$ cat src/hw/rtl/asmtok_pkg.sv
// Shared types and constants for the assembly source tokenizer.
// Holds the input and token payload structs, the result bundle and queue status.
// No dependencies.
package asmtok_pkg;

	// Token kinds
	localparam logic [2:0] KIND_NEWLINE = 3'd0;
	localparam logic [2:0] KIND_STRING  = 3'd1;
	localparam logic [2:0] KIND_NUMBER  = 3'd2;
	localparam logic [2:0] KIND_IDENT   = 3'd3;
	localparam logic [2:0] KIND_COLON   = 3'd4;
	localparam logic [2:0] KIND_HEAD    = 3'd5;
	localparam logic [2:0] KIND_TAIL    = 3'd6;

	// Characters with a meaning to the scanner
	localparam logic [7:0] CHAR_SEMI    = 8'h3B;
	localparam logic [7:0] CHAR_QUOTE   = 8'h22;
	localparam logic [7:0] CHAR_DOT     = 8'h2E;
	localparam logic [7:0] CHAR_USCORE  = 8'h5F;
	localparam logic [7:0] CHAR_COLON   = 8'h3A;
	localparam logic [7:0] CHAR_MINUS   = 8'h2D;
	localparam logic [7:0] CHAR_NEWLINE = 8'h0A;

	// Results one input item may cause, and bundle sizing
	localparam int MAX_RES    = 4;
	localparam int RES_IDX_W  = $clog2(MAX_RES);
	localparam int RES_CNT_W  = $clog2(MAX_RES + 1);
	localparam int QUEUE_DEPTH = 4;

	typedef struct packed {
		logic       cmd;
		logic [7:0] char_byte;
	} byte_item_t;

	typedef struct packed {
		logic [2:0] token_kind;
		logic [7:0] token_char;
		logic       has_char;
		logic       token_end;
	} token_item_t;

	typedef struct packed {
		logic [RES_CNT_W-1:0]        count;
		token_item_t [MAX_RES-1:0]   res;
	} bundle_t;

	typedef struct packed {
		logic full;
		logic nonempty;
	} queue_status_t;

endpackage

$ cat src/hw/rtl/asmtok_front.sv
// Front end of the tokenizer: accepts source bytes and classifies them.
// Runs the scan mode, builds the bundle of token results for each byte.
// Depends on asmtok_pkg.
module asmtok_front (
	input  logic                       clk,
	input  logic                       arst_n,
	input  logic                       byte_valid,
	output logic                       byte_stall,
	input  asmtok_pkg::byte_item_t     byte_data,
	input  asmtok_pkg::queue_status_t  q_status,
	output logic                       push,
	output asmtok_pkg::bundle_t        push_data
);
	import asmtok_pkg::*;

	localparam logic [2:0] MODE_IDLE    = 3'd0;
	localparam logic [2:0] MODE_COMMENT = 3'd1;
	localparam logic [2:0] MODE_STRING  = 3'd2;
	localparam logic [2:0] MODE_NUMBER  = 3'd3;
	localparam logic [2:0] MODE_IDENT   = 3'd4;

	logic [2:0] mode_q, mode_d;
	logic       neg_q, neg_d;
	logic       head_q, head_d;
	logic       do_idle;
	logic       accept;
	logic [7:0] c;
	bundle_t    body;

	function automatic logic is_digit(logic [7:0] ch);
		return (ch >= 8'h30) && (ch <= 8'h39);
	endfunction

	function automatic logic is_letter(logic [7:0] ch);
		return ((ch >= 8'h61) && (ch <= 8'h7A)) || ((ch >= 8'h41) && (ch <= 8'h5A));
	endfunction

	function automatic token_item_t mk(logic [2:0] kind, logic [7:0] ch, logic has,
			logic fin);
		token_item_t t;
		t.token_kind = kind;
		t.token_char = has ? ch : 8'h00;
		t.has_char   = has;
		t.token_end  = fin;
		return t;
	endfunction

	function automatic bundle_t append(bundle_t b, token_item_t r);
		b.res[b.count[RES_IDX_W-1:0]] = r;
		b.count = b.count + RES_CNT_W'(1);
		return b;
	endfunction

	assign c = byte_data.char_byte;

	// Classify the byte against the current mode
	always_comb begin
		body    = '0;
		mode_d  = mode_q;
		neg_d   = neg_q;
		do_idle = 1'b0;
		if (byte_data.cmd) begin
			case (mode_q)
				MODE_STRING: body = append(body, mk(KIND_STRING, 8'h00, 1'b0, 1'b1));
				MODE_NUMBER: body = append(body, mk(KIND_NUMBER, 8'h00, 1'b0, 1'b1));
				MODE_IDENT:  body = append(body, mk(KIND_IDENT, 8'h00, 1'b0, 1'b1));
				default: ;
			endcase
			body   = append(body, mk(KIND_TAIL, 8'h00, 1'b0, 1'b1));
			mode_d = MODE_IDLE;
			neg_d  = 1'b0;
		end else begin
			case (mode_q)
				MODE_COMMENT: begin
					if (c == CHAR_NEWLINE) mode_d = MODE_IDLE;
				end
				MODE_STRING: begin
					if (c == CHAR_QUOTE) begin
						body   = append(body, mk(KIND_STRING, 8'h00, 1'b0, 1'b1));
						mode_d = MODE_IDLE;
					end else begin
						body = append(body, mk(KIND_STRING, c, 1'b1, 1'b0));
					end
				end
				MODE_NUMBER: begin
					if (is_digit(c) || c == CHAR_DOT) begin
						body = append(body, mk(KIND_NUMBER, c, 1'b1, 1'b0));
					end else begin
						body    = append(body, mk(KIND_NUMBER, 8'h00, 1'b0, 1'b1));
						mode_d  = MODE_IDLE;
						do_idle = 1'b1;
					end
				end
				MODE_IDENT: begin
					if (is_letter(c) || is_digit(c) || c == CHAR_USCORE) begin
						body = append(body, mk(KIND_IDENT, c, 1'b1, 1'b0));
					end else begin
						body    = append(body, mk(KIND_IDENT, 8'h00, 1'b0, 1'b1));
						mode_d  = MODE_IDLE;
						do_idle = 1'b1;
					end
				end
				default: begin
					mode_d  = MODE_IDLE;
					do_idle = 1'b1;
				end
			endcase
			// Handle the byte as in idle
			if (do_idle) begin
				if (c == CHAR_NEWLINE) begin
					body = append(body, mk(KIND_NEWLINE, 8'h00, 1'b0, 1'b1));
				end else if (c == CHAR_SEMI) begin
					mode_d = MODE_COMMENT;
				end else if (c == CHAR_QUOTE) begin
					mode_d = MODE_STRING;
				end else if (is_digit(c)) begin
					if (neg_q) begin
						body  = append(body, mk(KIND_NUMBER, CHAR_MINUS, 1'b1, 1'b0));
						neg_d = 1'b0;
					end
					body   = append(body, mk(KIND_NUMBER, c, 1'b1, 1'b0));
					mode_d = MODE_NUMBER;
				end else if (is_letter(c) || c == CHAR_USCORE) begin
					body   = append(body, mk(KIND_IDENT, c, 1'b1, 1'b0));
					mode_d = MODE_IDENT;
				end else if (c == CHAR_COLON) begin
					body = append(body, mk(KIND_COLON, c, 1'b1, 1'b1));
				end else if (c == CHAR_MINUS) begin
					neg_d = 1'b1;
				end
			end
		end
	end

	// Put the head token in front of the first result of a stream
	always_comb begin
		push_data = body;
		if (!head_q && body.count != '0) begin
			push_data.res[0] = mk(KIND_HEAD, 8'h00, 1'b0, 1'b1);
			for (int i = 1; i < MAX_RES; i++) begin
				push_data.res[i] = body.res[i-1];
			end
			push_data.count = body.count + RES_CNT_W'(1);
		end
		head_d = byte_data.cmd ? 1'b0 : (head_q | (body.count != '0));
	end

	assign byte_stall = q_status.full;
	assign accept     = byte_valid && !byte_stall;
	assign push       = accept && (push_data.count != '0);

	// Advance scan state on each transfer
	always_ff @(posedge clk or negedge arst_n) begin
		if (!arst_n) begin
			mode_q <= MODE_IDLE;
			neg_q  <= 1'b0;
			head_q <= 1'b0;
		end else if (accept) begin
			mode_q <= mode_d;
			neg_q  <= neg_d;
			head_q <= head_d;
		end
	end

endmodule

$ cat src/hw/rtl/asmtok_queue.sv
// Bundle queue between the tokenizer front and back ends.
// Small register FIFO of result bundles with full and non-empty status.
// Depends on asmtok_pkg.
module asmtok_queue #(
	parameter int DEPTH = asmtok_pkg::QUEUE_DEPTH
) (
	input  logic                       clk,
	input  logic                       arst_n,
	input  logic                       push,
	input  asmtok_pkg::bundle_t        push_data,
	input  logic                       pop,
	output asmtok_pkg::bundle_t        head_data,
	output asmtok_pkg::queue_status_t  q_status
);
	import asmtok_pkg::*;

	localparam int PTR_W = (DEPTH > 1) ? $clog2(DEPTH) : 1;
	localparam int CNT_W = $clog2(DEPTH + 1);

	bundle_t            entries_q [DEPTH];
	logic [PTR_W-1:0]   wr_ptr_q, rd_ptr_q;
	logic [CNT_W-1:0]   cnt_q;

	assign q_status.full     = (cnt_q == CNT_W'(DEPTH));
	assign q_status.nonempty = (cnt_q != '0);
	assign head_data         = entries_q[rd_ptr_q];

	// Store incoming bundles
	always_ff @(posedge clk) begin
		if (push) entries_q[wr_ptr_q] <= push_data;
	end

	// Move pointers and occupancy
	always_ff @(posedge clk or negedge arst_n) begin
		if (!arst_n) begin
			wr_ptr_q <= '0;
			rd_ptr_q <= '0;
			cnt_q    <= '0;
		end else begin
			if (push) begin
				wr_ptr_q <= (wr_ptr_q == PTR_W'(DEPTH - 1)) ? '0 : wr_ptr_q + PTR_W'(1);
			end
			if (pop) begin
				rd_ptr_q <= (rd_ptr_q == PTR_W'(DEPTH - 1)) ? '0 : rd_ptr_q + PTR_W'(1);
			end
			if (push && !pop) cnt_q <= cnt_q + CNT_W'(1);
			else if (pop && !push) cnt_q <= cnt_q - CNT_W'(1);
		end
	end

endmodule

$ cat src/hw/rtl/asmtok_back.sv
// Back end of the tokenizer: plays out each bundle one token result at a time.
// Drives the registered token output channel.
// Depends on asmtok_pkg.
module asmtok_back (
	input  logic                       clk,
	input  logic                       arst_n,
	input  asmtok_pkg::queue_status_t  q_status,
	input  asmtok_pkg::bundle_t        head_data,
	output logic                       pop,
	output logic                       token_valid,
	input  logic                       token_stall,
	output asmtok_pkg::token_item_t    token_data
);
	import asmtok_pkg::*;

	logic [RES_IDX_W-1:0] idx_q;
	logic                 valid_q;
	token_item_t          data_q;
	logic                 load;
	logic                 last;

	assign load = q_status.nonempty && (!valid_q || !token_stall);
	assign last = ({1'b0, idx_q} == RES_CNT_W'(head_data.count - RES_CNT_W'(1)));
	assign pop  = load && last;

	// Step through the bundle at the queue head
	always_ff @(posedge clk or negedge arst_n) begin
		if (!arst_n) begin
			idx_q   <= '0;
			valid_q <= 1'b0;
		end else if (load) begin
			valid_q <= 1'b1;
			idx_q   <= last ? '0 : idx_q + RES_IDX_W'(1);
		end else if (!token_stall) begin
			valid_q <= 1'b0;
		end
	end

	// Hold the output payload until transfer
	always_ff @(posedge clk) begin
		if (load) data_q <= head_data.res[idx_q];
	end

	assign token_valid = valid_q;
	assign token_data  = data_q;

endmodule

$ cat src/hw/rtl/assembly_source_tokenizer_core.sv
// Assembly source tokenizer, top level.
// Throughput: one source byte per cycle while each byte yields at most one token result
// and token_stall is low; the output gives one result per cycle unless stalled, so the
// results of a byte leave in turn, the first via a queue entry and the output register.
// A four-bundle queue between front and back end sets how far input runs ahead of output.
// Reset (arst_n low) returns to idle mode with no minus pending and no head sent.
module assembly_source_tokenizer_core #(
	parameter int QDEPTH = asmtok_pkg::QUEUE_DEPTH
) (
	input  logic                     clk,
	input  logic                     arst_n,
	input  logic                     byte_valid,
	output logic                     byte_stall,
	input  asmtok_pkg::byte_item_t   byte_data,
	output logic                     token_valid,
	input  logic                     token_stall,
	output asmtok_pkg::token_item_t  token_data
);
	import asmtok_pkg::*;

	queue_status_t q_status;
	bundle_t       push_data;
	bundle_t       head_data;
	logic          push;
	logic          pop;

	asmtok_front u_front (
		.clk        (clk),
		.arst_n     (arst_n),
		.byte_valid (byte_valid),
		.byte_stall (byte_stall),
		.byte_data  (byte_data),
		.q_status   (q_status),
		.push       (push),
		.push_data  (push_data)
	);

	asmtok_queue #(
		.DEPTH (QDEPTH)
	) u_queue (
		.clk       (clk),
		.arst_n    (arst_n),
		.push      (push),
		.push_data (push_data),
		.pop       (pop),
		.head_data (head_data),
		.q_status  (q_status)
	);

	asmtok_back u_back (
		.clk         (clk),
		.arst_n      (arst_n),
		.q_status    (q_status),
		.head_data   (head_data),
		.pop         (pop),
		.token_valid (token_valid),
		.token_stall (token_stall),
		.token_data  (token_data)
	);

	// Never write into a full queue
	a_no_overflow: assert property (@(posedge clk) disable iff (!arst_n)
		push |-> !q_status.full)
		else $error("bundle pushed into full queue");

	// Never pop an empty queue
	a_no_underflow: assert property (@(posedge clk) disable iff (!arst_n)
		pop |-> q_status.nonempty)
		else $error("bundle popped from empty queue");

	// A result without a character carries a zero character
	a_char_zero: assert property (@(posedge clk) disable iff (!arst_n)
		(token_valid && !token_data.has_char) |-> (token_data.token_char == 8'h00))
		else $error("character set on result without character");

	// Head and tail tokens are single closing results
	a_head_tail: assert property (@(posedge clk) disable iff (!arst_n)
		(token_valid && (token_data.token_kind == KIND_HEAD
			|| token_data.token_kind == KIND_TAIL))
		|-> (token_data.token_end && !token_data.has_char))
		else $error("malformed head or tail token");

endmodule
$ cat config.mk
export PLATFORM = sky130hd
export DESIGN_NAME = assembly_source_tokenizer_core
export DESIGN_NICKNAME = d
export VERILOG_FILES = /design/src/hw/rtl/asmtok_pkg.sv /design/src/hw/rtl/asmtok_front.sv /design/src/hw/rtl/asmtok_queue.sv /design/src/hw/rtl/asmtok_back.sv /design/src/hw/rtl/assembly_source_tokenizer_core.sv
export SDC_FILE = /design/constraint.sdc
export NUM_CORES = 1
export LEC_CHECK = 0
export ABC_AREA = 1
export BUFFER_PORTS_ARGS = -buffer_cell sky130_fd_sc_hd__clkbuf_2
export CORE_MARGIN = 2
export CORE_UTILIZATION = 55
export DETAILED_ROUTE_END_ITERATION = 12
export HOLD_SLACK_MARGIN = 0.03
export PLACE_DENSITY = 0.77
export SYNTH_ARGS = -nofsm -noshare
export SYNTH_HDL_FRONTEND = slang
export SYNTH_HIERARCHICAL = 1
export SYNTH_SLANG_ARGS = --single-unit
$ cat constraint.sdc
create_clock -name clk -period 8.81 [get_ports clk]
set_input_delay 0 -clock clk [delete_from_list [all_inputs] [get_ports clk]]
set_output_delay 0 -clock clk [all_outputs]
set_load 0.02 [all_outputs]
[Word level (Yosys, flattened, before mapping)]
Memory sizes are Yosys's and may differ from the RTL's.
Cells that the tools add are included.
Word-level totals
  output and inout port bits: 15
  ROM bits: 0
  flip-flop bits (word level): 28
  latch bits: 0
  logic and storage cells: 169
  memories: 1
  bits in writable memories: 220
  bits of input ports: 13
Cells by class
  equal/unequal tests: 21
  divide/modulo/power cells: 0
  add/sub/neg operators: 10
  mux-type cells: 69
  multiply operators: 0
  shifts and indexed selects: 0
  magnitude comparators: 13
  reductions and logical operators: 33
  bitwise logic cells: 10
Memory list
  u_queue.entries_q: words 4, bits a word 55, read ports 1, clocked after Yosys merged registers in 0, wr ports 1, RTL line asmtok_queue.sv:20  | bundle_t entries_q [DEPTH];
Operators with widths (number)
  $mux 55: 18
  $pmux 55 s3: 1
  $pmux 53 s3: 1
  $bwmux 52: 3
  $demux 13 s2: 3
  $mux 13: 4
  $and 48x48->48: 1
  $not 48->48: 1
  $and 40x40->40: 1
  $eq 8x6->1 const B: 5
  $not 40->40: 1
  $mux 3: 13
  $mux 10: 3
  $and 28x28->28: 1
  $not 28->28: 1
  $bmux 13 s2: 1
  $or 24x24->24: 1
  $mux 1: 17
  $ge 8x7->1 const B: 2
  $le 8x7->1 const B: 2
  $add 3x1->3 const B: 5
  $logic_and 1x1->1: 13
  $lt 2x3->1 const B: 4
  $or 12x12->12: 1
  26 further kinds: 53

[Longest topological paths before layout]
Gate-level depths: netlist (run 1).
  depth in word-level cells: 41
  depth in mapped cells: 32
  mapped depth without buffers: 31

[By module]
Netlist (run 1), hierarchy kept.
Modules (own cells, without submodules)
  asmtok_queue: area each 9200.1 um^2, cells each 695, sequential area each 6781.5 um^2, instances 1
  asmtok_front: area each 2037.0 um^2, cells each 389, sequential area each 125.1 um^2, instances 1
  asmtok_back: area each 979.7 um^2, cells each 120, sequential area each 465.4 um^2, instances 1

[Worst setup path before layout (run 1)]
No wires, ideal clock.
  path kind: reg-to-reg
  from: register u_front.mode_q[0]
  to: memory u_queue/entries_q[1][0] in the netlist's numbering, enable pin
  required time: 8.401 ns
  cell stages (with the launch flop): 25
  arrival time: 4.271 ns
  library setup time: 0.409 ns
  setup slack: 4.130 ns
  buffers on the path: 2
  cells stage by stage: dfrtp_1 inv_1 nand3_1 nand2_1 inv_1 buf_2 ha_1 clkbuf_1 nor2_1 nor2_1 nand2_1 nand2_1 nand2_1 nand2_1 nand2_1 nand2_2 ha_1 nand2_2 nand2_2 nand2_1 nand2_1 nor2_1 a21oi_1 nand2_1 inv_1
RTL lines
  from (decl): RTL line asmtok_front.sv:22  | logic [2:0] mode_q, mode_d;
  from (signal assigned): RTL line asmtok_front.sv:159  | mode_q <= mode_d;
  to (decl): RTL line asmtok_queue.sv:20

==> results of run 1 <==
-- kinds of logic after synthesis --
family,share of synthesized area (%)
compound gates,12.5
xor+xnor,0.0717
fa+ha+maj,1.50
buf+inv,9.79
flops,60.3
other cells,0.0307
simple gates,15.8
-- where the power goes --
part | total (W) | switching (W) | leakage, nW | internal [W]
combinational | 0.00168 | 0.00121 | 2.68 | 0.000465
clock | 0.00109 | 0.000421 | 0.424 | 0.000672
sequential | 0.00174 | 0.0000720 | 2.36 | 0.00166
total | 0.00451 | 0.00170 | 5.47 | 0.00280
-- Yosys cell counts (all sizes together), types with 2 or more instances --
master	count	area [sq um]
a21oi	33	199
buf	60	484
clkbuf	7	27.5
dfrtp	15	375
edfxtp	233	7000
ha	13	163
inv	181	679
nand2	305	1180
nand3	32	188
nand4	6	37.5
nor2	99	420
nor3	12	60.1
o211ai	112	841
o21ai	64	332
o22ai	17	106
o31ai	3	22.5
or2	2	12.5
-- cell type report --
type / instances / area (sq um) / share of cell area (%)
Multi-Input combinational cell: 712 / 3670 / 27.7
Clock inverter: 12 / 136 / 1.03
Clock buffer: 36 / 739 / 5.58
Sequential cell: 248 / 7370 / 55.6
Inverter: 182 / 689 / 5.20
Timing Repair Buffer: 46 / 303 / 2.28
Tap cell: 280 / 350 / 2.64
-- final timing paths --
kind,start,to,depth (start not counted),slack [ns]
worst min register to register,u_queue/cnt_q[2],u_queue/cnt_q[2],2,0.49
min in group asynchronous,arst_n,u_front/mode_q[0],3,0.61
worst max-delay path,u_front/mode_q[0],u_queue/entries_q[1][2],22,3.30
worst max register to register,u_front/mode_q[0],u_queue/entries_q[1][2],22,3.30
max in group asynchronous,arst_n,u_queue/rd_ptr_q[1],3,7.67
worst min-delay path,byte_data[0],u_queue/entries_q[1][28],3,0.07
-- routing by layer --
layer  share of wire (%)  up-vias  wire length, microns  GRT usage [%]
li1                    -     4098                     -              -
met1                  43     3945                 11300           30.5
met2                  48      269                 12500           38.2
met3                 7.0       40                  1820           3.46
met4                 1.8        0                   479           6.70
met5                   0        -                     0              0
-- registers in the layout (all words and copies together) (netlist names), 2 cells and up --
| register | flops |
|---|---|
| u_back/idx_q | 2 |
| u_queue/wr_ptr_q | 2 |
| u_queue/rd_ptr_q | 2 |
| u_front/mode_q | 3 |
| u_queue/cnt_q | 3 |
| u_back/token_data | 13 |
| u_queue/entries_q | 220 |
-- critical path: stages, from the launching register on --
cell and delay [ns]:
dfrtp_1 0.39, inv_1 0.10, nand3_1 0.14, nand2_1 0.44, inv_1 0.37, ha_1 0.51
nor2_1 0.14, nor2_1 0.08, nand2_1 0.07, nand2_1 0.05, nand2_1 0.05, nand2_1 0.04
nand2_1 0.08, nand2_2 0.07, ha_1 0.24, a21oi_4 0.65, nand2_1 0.10, nand2_1 0.16
nor2_1 0.06, a21oi_1 0.46, nand2_1 0.14, inv_2 0.06, buf_4 0.65
-- per-stage QoR --
step | setup slack [ns] | util, %
detailed placement | 3.40 | 56.3
global placement | 3.55 | 56.3
CTS | 3.34 | 60.8
floorplan | 4.13 | -
finish | 3.30 | 60.8
global route | 2.72 | 60.8
==> reports/results.txt, run 1 <==
The start-to-end type of the worst setup path was flip-flop to flip-flop. STA classifies the critical path endpoint as a flip-flop. At the pin with the least slew margin, the transition time is 1.12 ns. The insertion delay of the later-clocked pin in the worst-skew pair came out at 0.52 ns. Across the VDD grid, the largest voltage drop is 165 uV.

Of the cells placed in the final design, the portion with a size suffix greater than 1 is 9.79%. From synthesis to final layout, the design area changed by 8.53%. The count of buffers added on input and output ports is 27.

The first-iteration detailed-routing DRC count came out at 770. After floorplanning, the core was sized to cover 0.0218 sq mm. For the data arrival at the endpoint of the critical path, the log shows 5.64 ns. Clock-pin slew was measured on the worst setup and hold paths at 0.06 ns. The average footprint of a synthesized cell came out at 10.1 sq um. The area of all placed cells without fillers came out at 0.0133 sq mm. The share of the clock period used by the worst path came out at 62.5%. STA classifies the critical path startpoint as a flip-flop. The most used flip-flop cell after synthesis is edfxtp_1. The iteration count of the initial detailed-routing pass was 5. The number of failing hold endpoints at the final stage is 0, and the final-report max-slew violation count is 0. For the effective utilization at floorplan, the log shows 56.0%. For this run, the register share of the synthesized area comes to 60.3%. Once the clock tree was built, the resizer swapped 0 gates to a different size. The number of antenna diodes in the final layout is 0.

Power consumption: 0.00451 W. The placed instances occupy a cell area of 0.0123 sq mm. Buffers added to address setup during post-CTS repair amount to 0. The number of clock buffers added by TritonCTS is 26. During I/O placement, the number of pins put on the boundary was 28. After layout, the minimum clock period comes to 5.51 ns. The number of vias per cell after detailed routing is 5.51, and the number of clock sinks seen by CTS is 248.

After synthesis the cells add up to 0.0122 sq mm. The leftover overflow at the end of global routing came out at 0. Derived from the worst setup path, the maximum achievable clock frequency is 182 MHz. The final layout contains routed wiring with a total length of 26100 microns. TritonCTS built the clock tree. The fraction of synthesis flops using an asynchronous set or reset pin came out at 6.05%. Power spread over the standard cell area amounts to 340 mW/mm^2. The tools report the number of standard cells after synthesis as 1204. Setup violations remaining at the end of the flow were counted as 0.

For the global-route wire length before repair, the log shows 41900 microns. The initial antenna violation count came out at 0. The number of instances in the placed design is 1458.

At the end of routability-driven placement, the weighted congestion stood at 0.909. Summed over all failing endpoints, the final setup total negative slack is 0 ns. In this run, post-CTS hold repair placed 10 buffers. In this run the static leakage power is 5.47 nW. On the final layout, the worst clock skew is 0.0160 ns. The run gives 7935 as the number of global-route vias before repair. The final layout contains 1243 nets. Dividing the detail-routed wire length by the instance count gives 17.2 microns. The die width came out at 153 microns. In the layout the commonest cells are 296 x nand2_1, 233 x edfxtp_1, 169 x inv_1. Detailed placement finished with a half-perimeter wire length of 16100 microns. The die covers 0.0234 sq mm.

Hold timing on the final database bottoms out at a slack of 0.0665 ns. The logs give 25.1% for the worst relative slew slack and 0 for the number of antenna-violating nets in the routed design. Counting the fill cells in the layout gives 1723.

Count of max-cap constraint violations: 0. After detailed routing, the number of remaining DRC violations is 0. The leading cell type in the layout, fill and taps excluded is nand2_1. The die height was 153 microns.

The class of the most critical hold timing path is input port to flip-flop. The number of enable-type register cells in the synthesized netlist came out at 233. The run gives 121 as the maximum number of pins on one net before global-route repair. The clock passes through at most 3 buffers. Yosys mapped the design onto 44 distinct sky130hd cell types.

The depth of the CTS H-tree is 1, and the maximum net fanout on the critical path is 55. Across all layers, the routed design uses 8352 vias. Excluding fillers, the count of instances in the completed layout stands at 1516. The tools report the cell chosen for the clock root as clkbuf_16.

The number of placement rows came out at 54. The flow ran to the end, and the final reports show no timing, DRC or antenna violations. The global-route usage over all layers came out at 22.6%. The required time of the worst setup path was 8.95 ns; the number of warning messages in the yosys log was 6. Setup repair after global routing left no endpoint under its margin. The register bit total from synthesis is 248.
(Power assumes the default switching activity.)
==> run 2, diff against run 1 <==
Settings changed: ABC_AREA 1 to 0, PLACE_DENSITY 0.77 to 0.78.
Clock period 8.81 ns to 5.7 ns, I/O delays scaled along.
==> run 2 against run 1 <==
First-iteration DRC count is 1.2% lower. Largest cell class unchanged. Critical path type unchanged. Fmax up 10%. Design area down 5.8%. Setup slack lost 2.6 ns. Worst hold slack gained 0.0090 ns.
==> reports/results.txt, run 2 <==
The flow ran to the end, and the final reports show no timing, DRC or antenna violations. The number of top-level pins came out at 28 (unchanged). Number of vias in the routed layout: 6393 (-23%). The final-report max-slew violation count was 0 (unchanged); the clock slew seen by the registers of the worst setup and hold paths was 0.07 ns (about the same). The maximum net fanout on the critical path is 11 (-80%). The critical path's slowest cell is dfrtp_1. Final setup TNS: 0 ns (unchanged). The number of failing hold endpoints at the final stage came out at 0 (unchanged). The tools report the remaining design rule violation count as 0 (unchanged). The fraction of layout instances using a drive strength above 1 is 24.8% (+15 points), and the register-to-register setup slack is 0.71 ns (-2.60 ns).

TritonCTS built the clock tree. The number of placement rows was 52 (-3.7%); the count of different cell masters after synthesis was 82 (+86%). The sequential cell area fraction in the yosys report is 65.7% (+5.3 points), and the share of the synthesized area in the top cell type is 62.3% (+5.1 points).

The buffers plus inverters on the worst setup path was 3 (-1). The number of clock sinks seen by CTS is 248 (unchanged). The tools report the worst min-delay path startpoint as byte_data[3]. The final period demand of the worst path works out to 4.99 ns (-0.512 ns). The path with the worst hold slack has its endpoint at u_queue/entries_q[2][44]. The leakage power summed over all cells is 4.24 nW (-22%), and the initial antenna violation count is 0 (unchanged). The highest achievable clock rate came out at 200 MHz (+10%).

Counting instances in the post-synthesis netlist gives the leading cell types as 233 x edfxtp_1, 62 x mux4_2, 28 x nand2_1, 26 x nor2_1, 23 x o21ai_0. The worst relative slew slack came out at 26.9% (+1.8 points). After synthesis, the cell types taking the most area are edfxtp_1 62%, mux4_2 12%, dfrtp_1 3.3%. The die height works out to 147 microns (-4.0%). The post-cts resize count was 0 (unchanged).

The post-CTS setup-driven buffer insertion count is 0 (unchanged), and the delay of the slowest cell on the worst path is 0.48 ns (-0.17 ns). In the layout the commonest cells are 233 x edfxtp_1, 62 x mux4_2, 28 x nand2_1. Fraction of synthesis flops using an asynchronous set or reset pin: 6.05% (unchanged). The maximum number of pins on one net before global-route repair is 57 (-53%).

The antenna diode instance count is 0 (unchanged), and the overall routed net length is 24700 microns (-5.5%). The maximum clock path buffer count was 3 (unchanged); the total power divided by cell area was 503 mW/mm^2 (+48%). For the synthesized area, the log shows 0.0112 sq mm (-8.1%).

The worst register-to-register path begins at u_front/mode_q[0]. The number of standard cells after synthesis is 666 (-45%). The insertion delay of the later-clocked pin in the worst-skew pair is 0.54 ns (+0.02 ns). The tools report the required time of the worst setup path as 6.14 ns (-2.81 ns). The run gives 0 (unchanged) as the leftover overflow at the end of global routing.

The main combinational cell family by area after synthesis was multiplexers. Category of the worst setup path capture point: a flip-flop. For the hold slack, the log shows 0.0755 ns (+0.00903 ns). The run gives 24 (-7.7%) as the CTS buffer count. The kind of launch point of the worst setup path is a flip-flop. The share of the synthesized area in compound gates (AO/OA/AOI/OAI) is 6.64% (-5.9 points).

The logs give 761 (-1.2%) for the first-iteration detailed-routing DRC count and 0 (unchanged) for the number of antenna-violating nets in the routed design. The tools report the count of nets after finishing as 732 (-41%). The worst voltage drop across the vdd grid came out at 241 uV (+46%). The adder-cell share of the synthesized area is 1.63% (+0.13 points).

The number of port buffers was 27 (unchanged). The tools report the global placer's final weighted congestion as 0.998 (+9.8%). The global-route wire length before repair came out at 38100 microns (-9.1%). The core box area came out at 0.0201 sq mm (-7.9%). Primary flip-flop cell chosen by synthesis mapping: edfxtp_1. Cell family with the largest share of critical-path delay: simple AND/OR/NAND/NOR gates. The hold buffer count at cts was 6 (-4). The signal on the critical path passes through or3b_1 -> nand2_1 -> inv_1 -> ha_1 -> nor4_1 -> a31oi_1 -> a31oi_1 -> a2111oi_2 -> or2_0 -> inv_1 -> ha_1 -> nand2_1 -> or3b_2 -> and2_1 -> a31oi_1 -> ha_1 -> inv_1 -> fa_1 -> xor2_1 -> nor2_1 -> xor2_1.

The leading cell type in the layout, fill and taps excluded is edfxtp_1. The post-synthesis share of cell area spent on and, or, nand and nor gates is 7.65% (-8.1 points), and the half-perimeter wire length after placement is 15400 microns (-4.6%). The most flop-heavy register was u_queue/entries_q. The multiplexer area fraction after synthesis was 14.3% (+14 points); the number of standard cells in the final layout excluding fillers was 993 (-34%). The global-route usage over all layers was 23.3% (+0.70 points); the register bit total from synthesis was 248 (unchanged). Setup repair after global routing left no endpoint under its margin. Xor-xnor portion of the synthesized cell area: 0.624% (+0.55 points).

The tools report the number of global-route vias before repair as 6431 (-19%). The number of enable-type register cells in the synthesized netlist was 233 (unchanged); the area of the die was 0.0216 sq mm (-7.9%). The tree is rooted in a clkbuf_16. The end of the worst register-to-register path was u_queue/cnt_q[2].

The clock tree skew after final layout is 0.0260 ns (+0.00995 ns), and the die width is 147 microns (-4.0%). For the area of all placed cells without fillers, the log shows 0.0125 sq mm (-5.8%). For the total placed instance area, the log shows 0.0117 sq mm (-5.1%).

The count of max-cap constraint violations is 0 (unchanged), and the layout-stage area growth over the synthesis result is 11.2%. The number of warning messages in the yosys log is 6 (unchanged), and the flip-flop count of the largest register after layout is 220 (unchanged). The data arrival at the endpoint of the critical path is 5.44 ns (-0.20 ns). Filler cell count in the final layout: 1364 (-21%).

Number of instances on the worst hold path: 2 (-1). The worst hold path belongs to the class input port to flip-flop. The detail-routed net length per standard cell came out at 24.8 microns (+44%). The average footprint of a synthesized cell came out at 16.9 sq um (+66%). The worst setup path is of the flip-flop to flip-flop kind. Number of instances in the placed design: 943 (-35%).

Depth of the CTS H-tree: 1 (unchanged). Yosys instantiated no cell more often than edfxtp_1. The share of the clock period used by the worst path works out to 87.6% (+25 points). The transition time of the tightest slew-check pin came out at 1.10 ns (-0.0265 ns). Number of vias per cell after detailed routing: 6.44 (+17%).

The number of cells on the worst reg-to-reg path was 21 (-4.5%); the core occupancy in the finished layout was 62.1% (+1.4 points). The effective utilization at floorplan came out at 55.8% (-0.14 points). The iteration count of the initial detailed-routing pass is 5 (unchanged), and the total of endpoints with negative setup slack in the final report is 0 (unchanged).

The cell type with the largest total area after synthesis was edfxtp_1.
## run 2: area by class of cell
class	instances	area, sq um	share of cell area (%)
Tap cell	270	338	2.71
Clock buffer	27	632	5.06
Multi-Input combinational cell	355	3490	28.0
Sequential cell	248	7380	59.1
Clock inverter	17	143	1.14
Inverter	20	75.1	0.601
Timing Repair Buffer	56	430	3.45
## run 2: stage by stage
| step | setup WS [ns] | total power (W) |
|---|---|---|
| 2_1_floorplan | 0.119 | 0.00423 |
| 3_3_place_gp | 0.963 | 0.00467 |
| 3_5_place_dp | 0.730 | 0.00475 |
| 4_1_cts | 0.706 | 0.00632 |
| 5_1_grt | 0.319 | 0.00656 |
| 6_report | 0.706 | 0.00628 |
## run 2: report_power, final
part	leakage [nW]	switching, W	internal, W
registers	2.36	0.000156	0.00252
clock network	0.381	0.000673	0.000853
logic	1.50	0.00116	0.000911
## run 2: how the worst max path moves through the flow
| stage | from | end | slack (ns) | cells past startpoint |
|---|---|---|---|---|
| 2_1_floorplan | u_front/mode_q[1] | u_queue/entries_q[0][0] | 0.12 | 19 |
| 3_3_place_gp | u_front/mode_q[0] | u_queue/cnt_q[2] | 0.96 | 21 |
| 3_5_place_dp | u_front/mode_q[0] | u_queue/cnt_q[2] | 0.73 | 21 |
| 4_1_cts | u_front/mode_q[0] | u_queue/cnt_q[2] | 0.71 | 21 |
| 5_1_grt | u_front/mode_q[0] | u_queue/cnt_q[2] | 0.32 | 22 |
| 6_report | u_front/mode_q[0] | u_queue/cnt_q[2] | 0.71 | 21 |
## run 2: layer usage
metal | wire, microns | global-route usage, %
met5 | 0 | 0
met4 | 631 | 6.70
met3 | 1930 | 4.41
met2 | 12100 | 37.8
met1 | 10000 | 32.9
## run 2: worst reg2reg max path, cell delays in order (launching register included)
cell,delay (ns)
dfrtp_1,0.48
or3b_1,0.48
nand2_1,0.12
inv_1,0.07
ha_1,0.36
nor4_1,0.10
a31oi_1,0.18
a31oi_1,0.12
a2111oi_2,0.36
or2_0,0.31
inv_1,0.10
ha_1,0.19
nand2_1,0.08
or3b_2,0.46
and2_1,0.19
a31oi_1,0.26
ha_1,0.24
inv_1,0.06
fa_1,0.37
xor2_1,0.15
nor2_1,0.11
xor2_1,0.16
## run 2: kinds of logic after synthesis
kind of cell | after synthesis
AO/OA/AOI/OAI | 108
flip-flops | 248
adder cells (fa/ha/maj) | 14
other | 1
multiplexers | 73
AND/OR/NAND/NOR | 146
buffers and inverters | 68
XOR/XNOR | 8
